### src/sv/assert_macros.svh
// Assertion helpers used by the RTL. Each macro expects clk and rst_n in scope.
`ifndef ASSERT_MACROS_SVH
`define ASSERT_MACROS_SVH

// Same-cycle implication: whenever ante holds, cons must hold too.
`define ASSERT_IMPLIES(lbl, ante, cons, msg) \
    lbl: assert property (@(posedge clk) disable iff (!rst_n) (ante) |-> (cons)) \
        else $error(msg);

// Next-cycle implication: whenever ante holds, cons must hold in the next cycle.
`define ASSERT_NEXT(lbl, ante, cons, msg) \
    lbl: assert property (@(posedge clk) disable iff (!rst_n) (ante) |=> (cons)) \
        else $error(msg);

`endif

### src/sv/twbb_pkg.sv
`timescale 1ns / 1ps

package twbb_pkg;

    localparam int RING_DEPTH = 2048;

    localparam int SLOT_W = $clog2(RING_DEPTH);
    localparam int CNT_W  = $clog2(RING_DEPTH + 1);

    localparam int MODE_W = 4;
    localparam int LON_W  = 32;
    localparam int LAT_W  = 31;
    localparam int HDG_W  = 16;

    // One ring entry: {fix_valid, lat, lon}.
    localparam int ENTRY_W = 1 + LAT_W + LON_W;

    localparam int S_TDATA_RAW = 2 * LON_W + 2 * LAT_W + HDG_W;
    localparam int S_TDATA_W   = ((S_TDATA_RAW + 7) / 8) * 8;
    localparam int S_TUSER_W   = MODE_W + 2;

    localparam int M_TDATA_RAW = 2 * CNT_W + 2 * LON_W + 2 * LAT_W + HDG_W;
    localparam int M_TDATA_W   = ((M_TDATA_RAW + 7) / 8) * 8;
    localparam int M_TUSER_W   = 2;

    typedef enum logic [1:0] {
        ST_IDLE,
        ST_SCAN,
        ST_FLUSH,
        ST_FINISH
    } twbb_state_t;

    typedef struct packed {
        logic push;
        logic rd_issue;
        logic finish;
    } twbb_cmd_t;

    typedef struct packed {
        logic last_read;
        logic out_free;
    } twbb_sts_t;

endpackage

### src/sv/twbb_controller.sv
`timescale 1ns / 1ps

module twbb_controller (
    input  logic                 clk,
    input  logic                 rst_n,
    input  logic                 s_tvalid,
    output logic                 s_tready,
    output twbb_pkg::twbb_cmd_t  cmd,
    input  twbb_pkg::twbb_sts_t  sts
);

    twbb_pkg::twbb_state_t state_reg;
    twbb_pkg::twbb_state_t state_next;

    always_ff @(posedge clk or negedge rst_n)
    begin
        if (!rst_n)
        begin
            state_reg <= twbb_pkg::ST_IDLE;
        end
        else
        begin
            state_reg <= state_next;
        end
    end

    always_comb
    begin
        state_next = state_reg;
        case (state_reg)
            twbb_pkg::ST_IDLE:
            begin
                if (s_tvalid)
                begin
                    state_next = twbb_pkg::ST_SCAN;
                end
            end
            twbb_pkg::ST_SCAN:
            begin
                if (sts.last_read)
                begin
                    state_next = twbb_pkg::ST_FLUSH;
                end
            end
            twbb_pkg::ST_FLUSH:
            begin
                state_next = twbb_pkg::ST_FINISH;
            end
            twbb_pkg::ST_FINISH:
            begin
                if (sts.out_free)
                begin
                    state_next = twbb_pkg::ST_IDLE;
                end
            end
            default:
            begin
                state_next = twbb_pkg::ST_IDLE;
            end
        endcase
    end

    always_comb
    begin
        s_tready     = 1'b0;
        cmd.push     = 1'b0;
        cmd.rd_issue = 1'b0;
        cmd.finish   = 1'b0;
        case (state_reg)
            twbb_pkg::ST_IDLE:
            begin
                s_tready = 1'b1;
                cmd.push = s_tvalid;
            end
            twbb_pkg::ST_SCAN:
            begin
                cmd.rd_issue = 1'b1;
            end
            twbb_pkg::ST_FLUSH:
            begin
                cmd.rd_issue = 1'b0;
            end
            twbb_pkg::ST_FINISH:
            begin
                cmd.finish = sts.out_free;
            end
            default:
            begin
                s_tready = 1'b0;
            end
        endcase
    end

endmodule

### config.mk
export PLATFORM = sky130hd
export DESIGN_NAME = twbb_controller
export DESIGN_NICKNAME = d
export VERILOG_FILES = /design/src/sv/assert_macros.svh /design/src/sv/twbb_pkg.sv /design/src/sv/twbb_controller.sv
export SDC_FILE = /design/constraint.sdc
export NUM_CORES = 1
export LEC_CHECK = 0
export BUFFER_PORTS_ARGS = -buffer_cell sky130_fd_sc_hd__buf_2
export CAP_MARGIN = 5
export CELL_PAD_IN_SITES_DETAIL_PLACEMENT = 1
export CELL_PAD_IN_SITES_GLOBAL_PLACEMENT = 1
export CORE_AREA = 2 2 39 41
export CTS_CLUSTER_DIAMETER = 120
export CTS_CLUSTER_SIZE = 12
export DETAILED_ROUTE_END_ITERATION = 7
export DIE_AREA = 0 0 41 43
export PLACE_DENSITY = 0.35
export REMOVE_ABC_BUFFERS = 1
export SYNTH_ARGS = -nofsm -noshare
export SYNTH_HDL_FRONTEND = slang
export SYNTH_SLANG_ARGS = --single-unit
### constraint.sdc
create_clock -name clk -period 2.8 [get_ports clk]
set_clock_uncertainty 0.15 [all_clocks]
set_input_delay 0.42 -clock clk [delete_from_list [all_inputs] [get_ports clk]]
set_output_delay 0.42 -clock clk [all_outputs]
set_load 0.01 [all_outputs]
==> results of run 1 <==
[per-stage QoR]
stage	cell area, um^2	hold slack (ns)	util [%]	cells	total power [W]
floorplan	168	-0.0256	-	17	0.000156
global placement	228	0.0611	16.5	41	0.000201
detailed placement	228	0.0623	16.5	41	0.000207
CTS	260	0.356	18.8	45	0.000275
global route	260	0.376	18.8	45	0.000296
finish	260	0.364	18.8	45	0.000263
[routing by layer]
layer	track usage [%]	part of all wire, %
met4	8.00	0
met5	0	0
met2	9.69	52
met1	4.81	34
met3	2.09	14
[placed cells by master, fill, tap and decap left out]
master         instances
mux2i_1                1
and2_1                 1
a222oi_1               1
inv_1                  5
mux2_1                 1
buf_2                  8
and2_2                 1
dlygate4sd3_1          1
dfrtp_1                2
nor2_1                 1
clkbuf_4               3
ha_1                   4
[final cells by class]
cell class              instances  area (um^2)
inverters                       5         18.8
flip-flops and latches          2         50.0
clock buffers                   3         22.5
well taps                      16         20.0
fillers                       170         1120
multi-input cells              10         98.8
repair buffers                  9         50.0
[repair_timing]
| item | CTS | global route |
|---|---|---|
| endpoints found under the hold margin | 2 | 0 |
| hold buffers | 1 | 0 |
| resized for setup | 0 | 0 |
[critical path, cell delays in order (launching register included)]
cell      delay [ns]
dfrtp_1         0.38
inv_1           0.08
ha_1            0.22
a222oi_1        0.46
mux2_1          0.37
[power by group]
group	switching, W	internal, W
combinational	0.0000738	0.0000668
sequential	0.0000135	0.0000460
clock	0.0000154	0.0000472
total	0.000103	0.000160
[cells by family after synthesis]
family | count (synthesis) | synth area share, %
flip-flops | 2 | 29.9
AND/OR/NAND/NOR | 3 | 10.4
AO/OA/AOI/OAI | 1 | 5.97
buffers and inverters | 5 | 11.2
multiplexers | 2 | 12.7
adder cells (fa/ha/maj) | 4 | 29.9
[final timing paths]
path,end,from,slack (ns),cells past startpoint
max in group asynchronous,state_reg[0],rst_n,2.04,2
worst min register to register,state_reg[1],state_reg[1],0.41,1
min in group clk,state_reg[1],state_reg[1],0.41,1
worst max-delay path,state_reg[1],state_reg[1],1.01,4
worst min-delay path,state_reg[1],rst_n,0.36,2
worst max register to register,state_reg[1],state_reg[1],1.01,4
==> flow_summary.json, run 1 <==
{
  "netlist_top_cells_count": "inv_1, ha_1, dfrtp_1",
  "ys_top_cells_by_area": "dfrtp_1, ha_1, inv_1",
  "yosysSeqAreaShare_pct": 29.9,
  "synth-edff-count": 0,
  "postRouteAntennaNets": 0,
  "core.rowCount": 14,
  "grt_pass1_vias": 193,
  "viasPerCell": 3.58,
  "boundaryPins": 9,
  "cts_buffers": 3,
  "overflow": 0,
  "period_needed_ns": 1.79,
  "grt_pass1_wl_um": 683,
  "clock-sinks": 2,
  "cts_tree": "yes",
  "start_util_pct": 12.1,
  "nets": 40,
  "port_buffers": 8,
  "relSlewSlack_pct": 69.1,
  "status": "finished clean",
  "syn_avg_cell_area_um2": 9.86,
  "cts-htree-levels": 1,
  "num_vias": 161,
  "die_area_um2": 1760,
  "end_kind": "flip-flop",
  "syn_to_final_growth_pct": 55.2,
  "synthCells": 17,
  "synth_area_leader_cell": "dfrtp_1",
  "clock.fmax_ghz": 0.558,
  "synth-async-reset-ratio_pct": 100,
  "cts-root-buf": "clkbuf_4",
  "setup_ws_ns": 1.01,
  "routed_wl_um": 409,
  "peakVddDrop_uv": 242,
  "avgRoutedWirePerCell_um": 9.09,
  "die_h_um": 43,
  "route.detailed.drc": 0,
  "crit_type": "flip-flop to flip-flop",
  "place_hpwl_um": 357,
  "max-cap-violations": 0,
  "synth.distinct_cells": 9,
  "leakage_nw": 0.156,
  "tns_ns": 0,
  "first_iter_violations": 4,
  "largest_reg_flops": 2,
  "antenna_found_initial": 0,
  "synth_area_um2": 168,
  "n_antenna_cell": 0,
  "power_density_nw_per_um2": 1010,
  "coreArea_um2": 1380,
  "ctsLongestPathBuffers": 2,
  "drive_gt1_share_pct": 41.4,
  "place_ws_ns": 0.967,
  "rsz0062_at_grt": "no",
  "finalHoldViolations": 0,
  "cts_setup_buffers": 0,
  "track_usage_pct": 6.22,
  "period_share_pct": 64.0,
  "crit_path_start_kind": "flip-flop",
  "setup_viol": 0,
  "drtPass1Iterations": 4,
  "ys.flop_type": "dfrtp_1",
  "ys_ff_latch": 2,
  "clock_latency_ns": 0.22,
  "worst_pin_slew_ns": 0.463,
  "maxSlewViolCount": 0,
  "min_path_type": "input pin to async pin",
  "arrival_ns": 1.74,
  "gp_congestion": 0.574,
  "path_clk_slew_ns": 0.03,
  "fp.dieW_um": 41,
  "crit_fanout": 4,
  "yosysWarnings": 0,
  "grt_max_degree": 5,
  "required_ns": 2.75,
  "synth_most_common_cell": "inv_1",
  "synth_top_area_share_pct": 29.9
}
Note: power is estimated with default switching activity, not from simulation.
==> inputs of run 2 (changes only) <==
--- a/config.mk
+++ b/config.mk
@@ -14,7 +14,7 @@
 export CTS_CLUSTER_SIZE = 12
 export DETAILED_ROUTE_END_ITERATION = 7
 export DIE_AREA = 0 0 41 43
-export PLACE_DENSITY = 0.35
+export PLACE_DENSITY = 0.36
 export REMOVE_ABC_BUFFERS = 1
 export SYNTH_ARGS = -nofsm -noshare
 export SYNTH_HDL_FRONTEND = slang
==> constraint.sdc (replaced) <==
create_clock -name clk -period 1.6 [get_ports clk]
set_clock_uncertainty 0.15 [all_clocks]
set_input_delay 0.24 -clock clk [delete_from_list [all_inputs] [get_ports clk]]
set_output_delay 0.24 -clock clk [all_outputs]
set_load 0.01 [all_outputs]
==> run 2 against run 1 <==
The flow now finishes with violations (setup timing). Routed wire length grew 31%. Global-route usage grew 1.5 points. Setup slack lost 1.1 ns. Sequential power grew 82%. Core utilization grew 7.3 points. Final cell count grew 18%. Die area is the same. Register-to-register slack lost 1.1 ns. Critical path type unchanged. Largest cell class is now buffers.
==> flow_summary.json, run 2 (synthesized netlist as in run 1, its figures left out) <==
{
  "n_antenna_cell": 0,
  "drive_gt1_share_pct": 73.0,
  "gp_congestion": 0.637,
  "start_util_pct": 12.1,
  "power_density_nw_per_um2": 2050,
  "die_area_um2": 1760,
  "leakage_nw": 0.200,
  "path_clk_slew_ns": 0.03,
  "peakVddDrop_uv": 654,
  "rsz0062_at_grt": "yes",
  "first_iter_violations": 5,
  "boundaryPins": 9,
  "relSlewSlack_pct": 80.3,
  "end_kind": "flip-flop",
  "cts-root-buf": "clkbuf_4",
  "place_ws_ns": -0.134,
  "layout_common_cells": "buf_4, buf_2, inv_1, clkbuf_4, buf_6",
  "viasPerCell": 3.55,
  "max-cap-violations": 0,
  "ctsLongestPathBuffers": 2,
  "grt_max_degree": 4,
  "arrival_ns": 1.62,
  "maxSlewViolCount": 0,
  "status": "complete, but fails checks",
  "largest_reg_flops": 2,
  "worst_pin_slew_ns": 0.296,
  "cts-htree-levels": 1,
  "fin_cells": 53,
  "fp.dieW_um": 41,
  "required_ns": 1.55,
  "syn_to_final_growth_pct": 116,
  "cts_buffers": 3,
  "layout_commonest_cell": "buf_4",
  "postRouteAntennaNets": 0,
  "crit_type": "flip-flop to flip-flop",
  "coreArea_um2": 1380,
  "track_usage_pct": 7.73,
  "setup_viol": 2,
  "crit_path_start_kind": "flip-flop",
  "drtPass1Iterations": 4,
  "num_vias": 188,
  "avgRoutedWirePerCell_um": 10.1,
  "crit_fanout": 3,
  "clock.fmax_ghz": 0.599,
  "setup_ws_ns": -0.0696,
  "period_share_pct": 104,
  "route.detailed.drc": 0,
  "finalHoldViolations": 0,
  "routed_wl_um": 535,
  "violations": "setup timing",
  "grt_pass1_vias": 218,
  "clock_latency_ns": 0.22,
  "placedCellCount": 45,
  "nets": 48,
  "antenna_found_initial": 0,
  "port_buffers": 8,
  "die_h_um": 43,
  "clock-sinks": 2,
  "period_needed_ns": 1.67,
  "overflow": 0,
  "min_path_type": "input pin to async pin",
  "grt_pass1_wl_um": 828,
  "core.rowCount": 14,
  "cts_tree": "yes"
}
-- run 2: worst max-delay path, cell delays in order, from the launching register on --
cell	delay, ns
dfrtp_1	0.40
ha_2	0.20
a222oi_1	0.33
buf_4	0.18
mux2_4	0.29
-- run 2: per-layer routing --
layer | up-vias | GRT usage (%) | routed length, um
li1 | 93 | - | -
met1 | 86 | 6.43 | 189
met2 | 9 | 12.2 | 308
met3 | 0 | 3.14 | 38
met4 | 0 | 8.00 | 0
met5 | - | 0 | 0
-- run 2: power breakdown --
part	total, W	switching (W)	internal [W]
logic	0.000519	0.000193	0.000326
registers	0.000108	0.0000275	0.0000804
clock network	0.000113	0.0000303	0.0000829
total	0.000741	0.000251	0.000490
-- run 2: path summary, 6_finish.rpt --
| path | start | end | slack, ns | depth (start not counted) |
|---|---|---|---|---|
| min in group clk | sts[1] | state_reg[1] | 0.44 | 5 |
| hold / removal | rst_n | state_reg[0] | 0.18 | 2 |
| setup / recovery | state_reg[0] | state_reg[1] | -0.07 | 4 |
| max in group asynchronous | rst_n | state_reg[1] | 1.02 | 2 |
| setup reg to reg | state_reg[0] | state_reg[1] | -0.07 | 4 |
| hold reg to reg | state_reg[1] | state_reg[1] | 0.52 | 2 |
-- run 2: final cells by class --
| class | instances | area, um^2 |
|---|---|---|
| clock buffer | 3 | 22.5 |
| sequential | 2 | 50.0 |
| fill | 162 | 1020 |
| multi-input combinational | 10 | 124 |
| timing repair buffer | 17 | 126 |
| inverter | 5 | 18.8 |
| tap | 16 | 20.0 |
-- run 2: through the flow --
| step | total power (W) | area, um^2 | TNS [ns] | utilization (%) | hold slack [ns] |
|---|---|---|---|---|---|
| after floorplan | 0.000273 | 168 | -0.129 | - | -0.206 |
| after global placement | 0.000430 | 258 | -0.221 | 18.6 | -0.124 |
| after detailed placement | 0.000431 | 258 | -0.259 | 18.6 | -0.122 |
| after CTS | 0.000633 | 314 | -0.0666 | 22.7 | 0.170 |
| after global routing | 0.000826 | 362 | -0.364 | 26.1 | 0.179 |
| final | 0.000741 | 362 | -0.115 | 26.1 | 0.180 |
-- run 2: timing repair --
item                                    in CTS  in global routing
resized for setup                            4                  8
pin swaps                                    2                  1
endpoints found under the setup margin       3                  3
hold endpoints to repair                     2                  0
setup buffers                                2                  2
hold buffers                                 1                  0
